## src/hdl/coqr_pkg.sv

```systemverilog
package coqr_pkg;

  // fixed field widths
  localparam int CH_W       = 7;
  localparam int CNT_W      = 4;
  localparam int OP_W       = 2;
  localparam int RANK_W     = 3;
  localparam int CFG_IDX_W  = 2;
  localparam int CFG_DATA_W = 7;

  // operation codes
  localparam logic [OP_W-1:0] OP_CLEAR  = 2'd0;
  localparam logic [OP_W-1:0] OP_SAMPLE = 2'd1;
  localparam logic [OP_W-1:0] OP_REPORT = 2'd2;

  // configuration register indexes
  localparam logic [CFG_IDX_W-1:0] CFG_SAT_LIMIT = 2'd0;
  localparam logic [CFG_IDX_W-1:0] CFG_LINK_CHAN = 2'd1;

  localparam logic [CNT_W-1:0] SAT_LIMIT_RESET = 4'hF;
  localparam logic [CH_W-1:0]  LINK_CHAN_RESET = 7'd76;

  // commands from the controller to the datapath
  typedef struct packed {
    logic item_load;
    logic counts_clear;
    logic smp_read;
    logic smp_write;
    logic pass_init;
    logic pass_read;
    logic pass_fetch;
    logic pass_load;
    logic step_read;
    logic step_fetch;
    logic step_cmp;
    logic pass_save;
    logic link_read;
    logic link_load;
    logic emit_init;
    logic emit_load;
  } coqr_cmd_t;

  // status from the datapath to the controller
  typedef struct packed {
    logic pass_short;
    logic step_last;
    logic pass_last;
    logic emit_last;
    logic out_free;
  } coqr_sts_t;

endpackage

```

## src/hdl/channel_occupancy_quietest_ranker_core.sv

```systemverilog
// channel occupancy ranker: per-channel saturating carrier-hit counts and a
// report of the quietest channels followed by the link channel's count.
// input channel (in_valid_i/in_ready_o): op_i clear, sample or report, with
// channel_i and carrier_i used by a sample. one transaction at a time.
// output channel (out_valid_o/out_ready_i): a report gives min(QUIET_COUNT,
// NUM_CHANNELS) ranked entries, quietest first, then one link entry with
// is_link_o and last_o high. clear and sample give no output.
// config channel (cfg_valid_i/cfg_ready_o): index 0 saturation limit,
// index 1 link channel; always ready. the user must write it only while
// the block is idle; the block itself does not enforce this.
// sequence: a clear resets the count valid bits; a sample reads then
// writes the count memory. a report walks the order list, each compare
// step being an order read, a count read, then a compare and swap.
// results go through an output register, so a stalled receiver only holds
// the emission; after the last entry is loaded new input is taken again.
// reset: counts read as zero (valid bits cleared), limit 15, link 76.
module channel_occupancy_quietest_ranker_core #(
  parameter int NUM_CHANNELS = 126,
  parameter int QUIET_COUNT  = 5
) (
  input  logic                               clk_i,
  input  logic                               rst_ni,
  input  logic                               in_valid_i,
  output logic                               in_ready_o,
  input  logic [coqr_pkg::OP_W-1:0]          op_i,
  input  logic [coqr_pkg::CH_W-1:0]          channel_i,
  input  logic                               carrier_i,
  output logic                               out_valid_o,
  input  logic                               out_ready_i,
  output logic [coqr_pkg::RANK_W-1:0]        rank_o,
  output logic [coqr_pkg::CH_W-1:0]          chan_out_o,
  output logic [coqr_pkg::CNT_W-1:0]         occupancy_o,
  output logic                               is_link_o,
  output logic                               last_o,
  input  logic                               cfg_valid_i,
  output logic                               cfg_ready_o,
  input  logic [coqr_pkg::CFG_IDX_W-1:0]     cfg_index_i,
  input  logic [coqr_pkg::CFG_DATA_W-1:0]    cfg_data_i
);
  import coqr_pkg::*;

  coqr_cmd_t cmd;
  coqr_sts_t sts;

  // config writes are always accepted and registered directly
  assign cfg_ready_o = 1'b1;

  // sequencer: sample, clear, sort passes and emission
  coqr_ctrl u_ctrl (
    .clk_i      (clk_i),
    .rst_ni     (rst_ni),
    .in_valid_i (in_valid_i),
    .op_i       (op_i),
    .in_ready_o (in_ready_o),
    .sts_i      (sts),
    .cmd_o      (cmd)
  );

  // count and order memories, sort registers, output register
  coqr_dpath #(
    .NUM_CHANNELS (NUM_CHANNELS),
    .QUIET_COUNT  (QUIET_COUNT)
  ) u_dpath (
    .clk_i       (clk_i),
    .rst_ni      (rst_ni),
    .cmd_i       (cmd),
    .sts_o       (sts),
    .op_i        (op_i),
    .channel_i   (channel_i),
    .carrier_i   (carrier_i),
    .cfg_valid_i (cfg_valid_i),
    .cfg_index_i (cfg_index_i),
    .cfg_data_i  (cfg_data_i),
    .out_ready_i (out_ready_i),
    .out_valid_o (out_valid_o),
    .rank_o      (rank_o),
    .chan_out_o  (chan_out_o),
    .occupancy_o (occupancy_o),
    .is_link_o   (is_link_o),
    .last_o      (last_o)
  );

endmodule

```

## src/hdl/coqr_ctrl.sv

```systemverilog
module coqr_ctrl (
  input  logic                         clk_i,
  input  logic                         rst_ni,
  input  logic                         in_valid_i,
  input  logic [coqr_pkg::OP_W-1:0]    op_i,
  output logic                         in_ready_o,
  input  coqr_pkg::coqr_sts_t          sts_i,
  output coqr_pkg::coqr_cmd_t          cmd_o
);
  import coqr_pkg::*;

  localparam logic [3:0] S_IDLE    = 4'd0;
  localparam logic [3:0] S_CLR     = 4'd1;
  localparam logic [3:0] S_SMP_RD  = 4'd2;
  localparam logic [3:0] S_SMP_WR  = 4'd3;
  localparam logic [3:0] S_P_RD    = 4'd4;
  localparam logic [3:0] S_P_FETCH = 4'd5;
  localparam logic [3:0] S_P_LOAD  = 4'd6;
  localparam logic [3:0] S_S_RD    = 4'd7;
  localparam logic [3:0] S_S_FETCH = 4'd8;
  localparam logic [3:0] S_S_CMP   = 4'd9;
  localparam logic [3:0] S_P_SAVE  = 4'd10;
  localparam logic [3:0] S_L_RD    = 4'd11;
  localparam logic [3:0] S_L_LOAD  = 4'd12;
  localparam logic [3:0] S_EMIT    = 4'd13;

  logic [3:0] state_q, state_d;

  always_ff @(posedge clk_i or negedge rst_ni) begin
    if (!rst_ni) begin
      state_q <= S_IDLE;
    end else begin
      state_q <= state_d;
    end
  end

  assign in_ready_o = (state_q == S_IDLE);

  always_comb begin
    state_d = state_q;
    cmd_o   = '0;
    case (state_q)
      S_IDLE: begin
        if (in_valid_i) begin
          cmd_o.item_load = 1'b1;
          case (op_i)
            OP_CLEAR: state_d = S_CLR;
            OP_REPORT: begin
              cmd_o.pass_init = 1'b1;
              state_d         = S_P_RD;
            end
            default: state_d = S_SMP_RD;
          endcase
        end
      end
      S_CLR: begin
        cmd_o.counts_clear = 1'b1;
        state_d            = S_IDLE;
      end
      S_SMP_RD: begin
        cmd_o.smp_read = 1'b1;
        state_d        = S_SMP_WR;
      end
      S_SMP_WR: begin
        cmd_o.smp_write = 1'b1;
        state_d         = S_IDLE;
      end
      S_P_RD: begin
        cmd_o.pass_read = 1'b1;
        state_d         = S_P_FETCH;
      end
      S_P_FETCH: begin
        cmd_o.pass_fetch = 1'b1;
        state_d          = S_P_LOAD;
      end
      S_P_LOAD: begin
        cmd_o.pass_load = 1'b1;
        state_d         = sts_i.pass_short ? S_P_SAVE : S_S_RD;
      end
      S_S_RD: begin
        cmd_o.step_read = 1'b1;
        state_d         = S_S_FETCH;
      end
      S_S_FETCH: begin
        cmd_o.step_fetch = 1'b1;
        state_d          = S_S_CMP;
      end
      S_S_CMP: begin
        cmd_o.step_cmp = 1'b1;
        state_d        = sts_i.step_last ? S_P_SAVE : S_S_RD;
      end
      S_P_SAVE: begin
        cmd_o.pass_save = 1'b1;
        state_d         = sts_i.pass_last ? S_L_RD : S_P_RD;
      end
      S_L_RD: begin
        cmd_o.link_read = 1'b1;
        state_d         = S_L_LOAD;
      end
      S_L_LOAD: begin
        cmd_o.link_load = 1'b1;
        cmd_o.emit_init = 1'b1;
        state_d         = S_EMIT;
      end
      S_EMIT: begin
        if (sts_i.out_free) begin
          cmd_o.emit_load = 1'b1;
          if (sts_i.emit_last) begin
            state_d = S_IDLE;
          end
        end
      end
      default: state_d = S_IDLE;
    endcase
  end

endmodule

```

## src/hdl/coqr_dpath.sv

```systemverilog
module coqr_dpath #(
  parameter int NUM_CHANNELS = 126,
  parameter int QUIET_COUNT  = 5
) (
  input  logic                               clk_i,
  input  logic                               rst_ni,
  input  coqr_pkg::coqr_cmd_t                cmd_i,
  output coqr_pkg::coqr_sts_t                sts_o,
  input  logic [coqr_pkg::OP_W-1:0]          op_i,
  input  logic [coqr_pkg::CH_W-1:0]          channel_i,
  input  logic                               carrier_i,
  input  logic                               cfg_valid_i,
  input  logic [coqr_pkg::CFG_IDX_W-1:0]     cfg_index_i,
  input  logic [coqr_pkg::CFG_DATA_W-1:0]    cfg_data_i,
  input  logic                               out_ready_i,
  output logic                               out_valid_o,
  output logic [coqr_pkg::RANK_W-1:0]        rank_o,
  output logic [coqr_pkg::CH_W-1:0]          chan_out_o,
  output logic [coqr_pkg::CNT_W-1:0]         occupancy_o,
  output logic                               is_link_o,
  output logic                               last_o
);
  import coqr_pkg::*;

  localparam int AW     = $clog2(NUM_CHANNELS);
  localparam int RANKED = (QUIET_COUNT < NUM_CHANNELS) ? QUIET_COUNT : NUM_CHANNELS;
  localparam int RW     = (RANKED > 1) ? $clog2(RANKED) : 1;
  localparam int EW     = $clog2(RANKED + 1);

  // configuration
  logic [CNT_W-1:0] sat_q;
  logic [CH_W-1:0]  link_q;

  // latched item
  logic [CH_W-1:0] item_ch_q;
  logic            smp_en_q;

  // occupancy store with per-entry valid bits
  logic [CNT_W-1:0]        cnt_mem [NUM_CHANNELS];
  logic [NUM_CHANNELS-1:0] cnt_valid_q;
  logic [CNT_W-1:0]        cnt_rd_q;
  logic                    cnt_hit_q;
  logic [AW-1:0]           cnt_ra;
  logic [CNT_W-1:0]        cnt_val;
  logic                    cnt_we;
  logic [CNT_W-1:0]        cnt_wd;

  // order list
  logic [AW-1:0] ord_mem [NUM_CHANNELS];
  logic [AW-1:0] ord_rd_q;
  logic [AW-1:0] ord_ra;
  logic [AW-1:0] ord_wd;

  // sort walk
  logic [RW-1:0]    i_q;
  logic [AW-1:0]    j_q;
  logic [AW-1:0]    i_ext;
  logic [AW-1:0]    cand_d;
  logic [AW-1:0]    cand_q;
  logic [AW-1:0]    cur_q;
  logic [CNT_W-1:0] cur_cnt_q;
  logic             less;
  logic [AW-1:0]    rank_ch_q  [RANKED];
  logic [CNT_W-1:0] rank_cnt_q [RANKED];

  // link entry and emission
  logic             link_in;
  logic [CNT_W-1:0] link_cnt_q;
  logic [EW-1:0]    e_q;
  logic [RW-1:0]    e_idx;
  logic             e_last;

  // output register
  logic             out_valid_q;
  logic [RANK_W-1:0] rank_q;
  logic [CH_W-1:0]  chan_q;
  logic [CNT_W-1:0] occ_q;
  logic             is_link_q;
  logic             last_q;

  assign i_ext   = AW'(i_q);
  assign link_in = ({1'b0, link_q} < (CH_W + 1)'(NUM_CHANNELS));
  assign cnt_val = cnt_hit_q ? cnt_rd_q : '0;
  assign less    = (cnt_val < cur_cnt_q);
  assign e_idx   = e_q[RW-1:0];
  assign e_last  = (e_q == EW'(RANKED));

  always_ff @(posedge clk_i or negedge rst_ni) begin
    if (!rst_ni) begin
      sat_q  <= SAT_LIMIT_RESET;
      link_q <= LINK_CHAN_RESET;
    end else if (cfg_valid_i) begin
      case (cfg_index_i)
        CFG_SAT_LIMIT: sat_q  <= cfg_data_i[CNT_W-1:0];
        CFG_LINK_CHAN: link_q <= cfg_data_i[CH_W-1:0];
        default: ;
      endcase
    end
  end

  always_ff @(posedge clk_i) begin
    if (cmd_i.item_load) begin
      item_ch_q <= channel_i;
      smp_en_q  <= (op_i == OP_SAMPLE) && carrier_i &&
                   ({1'b0, channel_i} < (CH_W + 1)'(NUM_CHANNELS));
    end
  end

  // count read address
  always_comb begin
    cand_d = ord_rd_q;
    if (i_q == '0) begin
      cand_d = cmd_i.pass_fetch ? i_ext : j_q;
    end
    cnt_ra = '0;
    if (cmd_i.smp_read && smp_en_q) begin
      cnt_ra = item_ch_q[AW-1:0];
    end else if (cmd_i.pass_fetch || cmd_i.step_fetch) begin
      cnt_ra = cand_d;
    end else if (cmd_i.link_read && link_in) begin
      cnt_ra = link_q[AW-1:0];
    end
  end

  assign cnt_we = cmd_i.smp_write && smp_en_q && (cnt_val < sat_q);
  assign cnt_wd = cnt_val + CNT_W'(1);

  always_ff @(posedge clk_i) begin
    if (cnt_we) begin
      cnt_mem[item_ch_q[AW-1:0]] <= cnt_wd;
    end
    cnt_rd_q  <= cnt_mem[cnt_ra];
    cnt_hit_q <= cnt_valid_q[cnt_ra];
  end

  always_ff @(posedge clk_i or negedge rst_ni) begin
    if (!rst_ni) begin
      cnt_valid_q <= '0;
    end else if (cmd_i.counts_clear) begin
      cnt_valid_q <= '0;
    end else if (cnt_we) begin
      cnt_valid_q[item_ch_q[AW-1:0]] <= 1'b1;
    end
  end

  // order list: first pass reads the identity and writes every later entry
  assign ord_ra = cmd_i.pass_read ? i_ext : j_q;
  assign ord_wd = less ? cur_q : cand_q;

  always_ff @(posedge clk_i) begin
    if (cmd_i.step_cmp) begin
      ord_mem[j_q] <= ord_wd;
    end
    if (cmd_i.pass_read || cmd_i.step_read) begin
      ord_rd_q <= ord_mem[ord_ra];
    end
  end

  always_ff @(posedge clk_i or negedge rst_ni) begin
    if (!rst_ni) begin
      i_q <= '0;
      j_q <= '0;
    end else begin
      if (cmd_i.pass_init) begin
        i_q <= '0;
      end else if (cmd_i.pass_save) begin
        i_q <= sts_o.pass_last ? '0 : i_q + RW'(1);
      end
      if (cmd_i.pass_load) begin
        j_q <= i_ext + AW'(1);
      end else if (cmd_i.step_cmp) begin
        j_q <= j_q + AW'(1);
      end else if (cmd_i.pass_save) begin
        j_q <= '0;
      end
    end
  end

  always_ff @(posedge clk_i) begin
    if (cmd_i.pass_fetch) begin
      cur_q <= cand_d;
    end
    if (cmd_i.step_fetch) begin
      cand_q <= cand_d;
    end
    if (cmd_i.pass_load) begin
      cur_cnt_q <= cnt_val;
    end
    if (cmd_i.step_cmp && less) begin
      cur_q     <= cand_q;
      cur_cnt_q <= cnt_val;
    end
    if (cmd_i.pass_save) begin
      rank_ch_q[i_q]  <= cur_q;
      rank_cnt_q[i_q] <= cur_cnt_q;
    end
    if (cmd_i.link_load) begin
      link_cnt_q <= link_in ? cnt_val : '0;
    end
  end

  always_ff @(posedge clk_i or negedge rst_ni) begin
    if (!rst_ni) begin
      e_q         <= '0;
      out_valid_q <= 1'b0;
    end else begin
      if (cmd_i.emit_init) begin
        e_q <= '0;
      end else if (cmd_i.emit_load) begin
        e_q <= e_last ? '0 : e_q + EW'(1);
      end
      if (cmd_i.emit_load) begin
        out_valid_q <= 1'b1;
      end else if (out_ready_i) begin
        out_valid_q <= 1'b0;
      end
    end
  end

  always_ff @(posedge clk_i) begin
    if (cmd_i.emit_load) begin
      if (e_last) begin
        rank_q    <= '0;
        chan_q    <= link_q;
        occ_q     <= link_cnt_q;
        is_link_q <= 1'b1;
        last_q    <= 1'b1;
      end else begin
        rank_q    <= RANK_W'(e_q);
        chan_q    <= CH_W'(rank_ch_q[e_idx]);
        occ_q     <= rank_cnt_q[e_idx];
        is_link_q <= 1'b0;
        last_q    <= 1'b0;
      end
    end
  end

  assign sts_o.pass_short = (({1'b0, i_ext} + (AW + 1)'(1)) >= (AW + 1)'(NUM_CHANNELS));
  assign sts_o.step_last  = (j_q == AW'(NUM_CHANNELS - 1));
  assign sts_o.pass_last  = (i_q == RW'(RANKED - 1));
  assign sts_o.emit_last  = e_last;
  assign sts_o.out_free   = !out_valid_q || out_ready_i;

  assign out_valid_o = out_valid_q;
  assign rank_o      = rank_q;
  assign chan_out_o  = chan_q;
  assign occupancy_o = occ_q;
  assign is_link_o   = is_link_q;
  assign last_o      = last_q;

endmodule

```

## config.mk

```make
export PLATFORM = sky130hd
export DESIGN_NAME = channel_occupancy_quietest_ranker_core
export DESIGN_NICKNAME = d
export VERILOG_FILES = /design/src/hdl/coqr_pkg.sv /design/src/hdl/channel_occupancy_quietest_ranker_core.sv /design/src/hdl/coqr_ctrl.sv /design/src/hdl/coqr_dpath.sv
export SDC_FILE = /design/constraint.sdc
export NUM_CORES = 2
export LEC_CHECK = 0
export BUFFER_PORTS_ARGS = -buffer_cell sky130_fd_sc_hd__buf_4
export CAP_MARGIN = 10
export CORE_MARGIN = 1
export CORE_UTILIZATION = 30
export CTS_CLUSTER_DIAMETER = 50
export DETAILED_ROUTE_END_ITERATION = 10
export SETUP_SLACK_MARGIN = 0.5
export SLEW_MARGIN = 20
export SYNTH_ARGS = -nofsm -noshare
export SYNTH_HDL_FRONTEND = slang
export SYNTH_SLANG_ARGS = --single-unit
```

## constraint.sdc

```tcl
create_clock -name clk_i -period 7.3 [get_ports clk_i]
set_input_delay 0.73 -clock clk_i [delete_from_list [all_inputs] [get_ports clk_i]]
set_output_delay 0.73 -clock clk_i [all_outputs]
set_load 0.02 [all_outputs]
```

==> impl_metrics.env <==
export IMPL_yosys_area_share_simple_pct=9.65
export IMPL_synthFlopType="edfxtp_1"
export IMPL_synthAdderAreaFrac_pct=0.205
export IMPL_ctsResizeCount=0
export IMPL_area_growth_pct=13.8
export IMPL_fin_crit_ns=5.27
export IMPL_yosysUniqueCellTypes=85
export IMPL_synth_top_cell_area_share_pct=66.9
export IMPL_fin_ws_ns=2.03
export IMPL_synth_top_family_by_area="multiplexers"
export IMPL_finalNetCount=4383
export IMPL_p_int_mw=15.0
export IMPL_clk_latency_ns=0.83
export IMPL_grt_pass1_wl_um=262000
export IMPL_synthCells=4348
export IMPL_placed_area_um2=70700
export IMPL_placedCellCount=7150
export IMPL_place_congestion=0.872
export IMPL_cts_clk_slew_worst_paths_ns=0.06
export IMPL_hold_class="in2reg"
export IMPL_avgSynthCellArea_um2=15.4
export IMPL_critical_path_max_fanout=118
export IMPL_h_tree_depth=4
export IMPL_tightest_slew_ns=1.27
export IMPL_pin_count=43
export IMPL_synth_edf_count=1493
export IMPL_synth_area_mux_share_pct=10.3
export IMPL_ant_nets=0
export IMPL_tns_ns=0
export IMPL_die_y_um=475
export IMPL_grt_max_degree=119
export IMPL_fin_cells=7467
export IMPL_ir_drop_mv=0.180
export IMPL_portBuffers=41
export IMPL_syn_area_um2=67000
export IMPL_final_max_slew_viol_count=0
export IMPL_status="complete, no violations"
export IMPL_ys_async_sr_fraction_pct=9.38
export IMPL_seqPwrFrac_pct=54.1
export IMPL_vias=38890
export IMPL_first_global_vias=38172
export IMPL_drt_iter0_markers=4722
export IMPL_switching_share_pct=20.3
export IMPL_crit_slowest_cell="nor3_1"
export IMPL_clock_skew_ns=0.0350
export IMPL_cts_tree="done"
export IMPL_fill_cells=21173
export IMPL_grt_total_usage_pct=15.6
export IMPL_start_util_pct=30.2
export IMPL_holdWs_ns=0.138
export IMPL_cp_end_kind="register"
export IMPL_dp_hpwl_um=107000
export IMPL_design_area_um2=76200
export IMPL_synth_compound_area_share_pct=4.91
export IMPL_cts_made_buffers=169
export IMPL_final_hold_violation_count=0
export IMPL_synth_xor_area_share_pct=0.0523
export IMPL_power_frac_clock_pct=45.5
export IMPL_clock_sinks=1653
export IMPL_synth_common_cells="1493 x edfxtp_1, 617 x nand2_1, 524 x nor2_1, 245 x mux4_2, 176 x clkbuf_1"
export IMPL_wl_um=178000
export IMPL_clockBufferDepth=3
export IMPL_crit_type="reg2reg"
export IMPL_critical_path_cell_chain="inv_1 -> ha_1 -> nor2b_1 -> a211o_2 -> buf_4 -> nand2_8 -> buf_12 -> a21oi_1 -> a221oi_1 -> nor3_1 -> o32ai_1 -> nand2_1 -> a31oi_1"
export IMPL_postCtsSetupBuffers=0
export IMPL_diodes=0
export IMPL_rsz0062_at_grt="false"
export IMPL_clock_fmax_mhz=190
export IMPL_p_sw_mw=3.84
export IMPL_worstPathArrival_ns=5.91
export IMPL_cts_root_buf="clkbuf_16"
export IMPL_cp_start_kind="register"
export IMPL_vias_per_cell=5.21
export IMPL_setup_viol=0
export IMPL_drc=0
export IMPL_period_share_pct=72.1
export IMPL_gr_total_overflow=0
export IMPL_die_w_um=475
export IMPL_antenna_found_initial=1
export IMPL_firstDrtPassIters=5
export IMPL_pre_cts_ws_ns=2.25
export IMPL_yosysWarnings=0
export IMPL_yosysTopAreaCell="edfxtp_1"
export IMPL_powerDensity_nw_per_um2=247
export IMPL_yosysMostFrequentCell="edfxtp_1"
export IMPL_crit_required_ns=7.95
export IMPL_synth_fp_nets=4383
export IMPL_ys_ff_latch=1653
export IMPL_combPwrFrac_pct=0.4
export IMPL_drive_gt1_share_pct=15.6
export IMPL_critPathMaxStageDelay_ns=0.76
export IMPL_die_area_um2=225000
export IMPL_synth_area_top_cells="edfxtp_1 67%, mux4_2 8.2%, dfrtp_1 5.5%"
export IMPL_wl_per_cell_um=23.8
export IMPL_slew_headroom_pct=14.8
export IMPL_num_rows=173
export IMPL_leakagePower_nw=22.6
export IMPL_yosysSeqAreaShare_pct=72.8
export IMPL_core_area_um2=222000
export IMPL_max_cap_viol_count=0
==> critical path: cells and delay by family (launching register included) <==
family | cells | cell delay (ns)
adder cells (fa/ha/maj) | 1 | 0.38
AND/OR/NAND/NOR | 4 | 1.89
AO/OA/AOI/OAI | 5 | 0.89
buffers and inverters | 3 | 1.18
flip-flops | 1 | 0.50
==> layer usage <==
metal	global-route usage [%]	wire [um]	share of wire, %	up-vias
met5	0	7	0.0039	-
met4	5.74	6210	3.5	2
met3	3.14	15500	8.7	335
met2	23.8	81300	46	1805
met1	21.9	74900	42	20101
li1	-	-	-	16647
==> logic make-up (layout without fill, tap and decap cells) <==
kind of cell	Yosys count	after routing
compound gates	471	471
xor+xnor	4	4
other cells	1	1
simple gates	1521	1521
fa+ha+maj	11	11
mux	373	373
flops	1653	1653
buf+inv	314	458
==> timing repair <==
action                                 4_1_cts  5_1_grt
endpoints found under the hold margin       52        0
setup endpoints to repair                    0        0
hold buffers                                 1        0
==> final timing paths <==
path | start | end | slack [ns] | cells past startpoint
hold reg to reg | u_dpath.cnt_valid_q[33] | u_dpath.cnt_valid_q[33] | 0.49 | 2
min in group asynchronous | rst_ni | u_dpath.cnt_valid_q[0] | 0.49 | 2
setup / recovery | u_dpath.i_q[0] | u_dpath.cnt_hit_q | 2.03 | 13
setup reg to reg | u_dpath.i_q[0] | u_dpath.cnt_hit_q | 2.03 | 13
max in group asynchronous | rst_ni | u_dpath.i_q[1] | 5.46 | 3
hold / removal | channel_i[3] | u_dpath.item_ch_q[3] | 0.14 | 1
==> through the flow <==
stage	util, %	power [mW]
floorplan	-	10.4
global placement	31.8	10.5
detailed placement	31.8	10.5
CTS	34.3	19.0
global route	34.3	19.3
finish	34.3	18.9
==> power by group through the flow <==
stage / Combinational, mW / Clock (mW) / Sequential (mW)
after CTS: 0.0686 / 8.70 / 10.2
after global routing: 0.0737 / 9.04 / 10.2
after detailed placement: 0.0678 / 0 / 10.4
after global placement: 0.0662 / 0 / 10.4
final: 0.0678 / 8.58 / 10.2
after floorplan: 0.0218 / 0 / 10.4
==> sequential cells by signal, summed over array words and instances, names as in the netlist, 20 cells and up <==
register	flops
u_dpath.cnt_mem	504
u_dpath.cnt_valid_q	126
u_dpath.ord_mem	882
u_dpath.rank_ch_q	35
u_dpath.rank_cnt_q	20
==> layout make-up <==
| type | count | area [um2] | area share (%) |
|---|---|---|---|
| clock inverter | 102 | 1040 | 1.36 |
| timing repair buffer | 124 | 1080 | 1.42 |
| inverter | 19 | 71.3 | 0.0935 |
| sequential | 1653 | 48800 | 64.0 |
| tap | 2975 | 3720 | 4.88 |
| multi-input combinational | 2381 | 17000 | 22.3 |
| clock buffer | 213 | 4480 | 5.88 |
==> cell usage in the layout (no fill, tap or decap), drive strengths merged, types with 12 or more instances in the layout <==
| cell | Yosys | layout |
|---|---|---|
| o21ai | 59 | 59 |
| a311oi | 41 | 41 |
| nor2b | 19 | 19 |
| a21oi | 97 | 97 |
| edfxtp | 1493 | 1493 |
| nand4 | 12 | 12 |
| o211ai | 13 | 13 |
| clkbuf | 176 | 213 |
| a221oi | 24 | 24 |
| o22ai | 12 | 12 |
| and3 | 72 | 72 |
| a31oi | 48 | 48 |
| nand3 | 171 | 171 |
| inv | 19 | 33 |
| nand2 | 618 | 618 |
| nor3 | 32 | 32 |
| dfrtp | 148 | 148 |
| a2bb2oi | 21 | 21 |
| nor2 | 524 | 524 |
| buf | 119 | 122 |
| clkinv | 0 | 69 |
| mux2i | 97 | 97 |
| nor4 | 12 | 12 |
| mux2 | 28 | 28 |
| mux4 | 248 | 248 |
| a211oi | 72 | 72 |
Power figures use the tool's default switching activity.
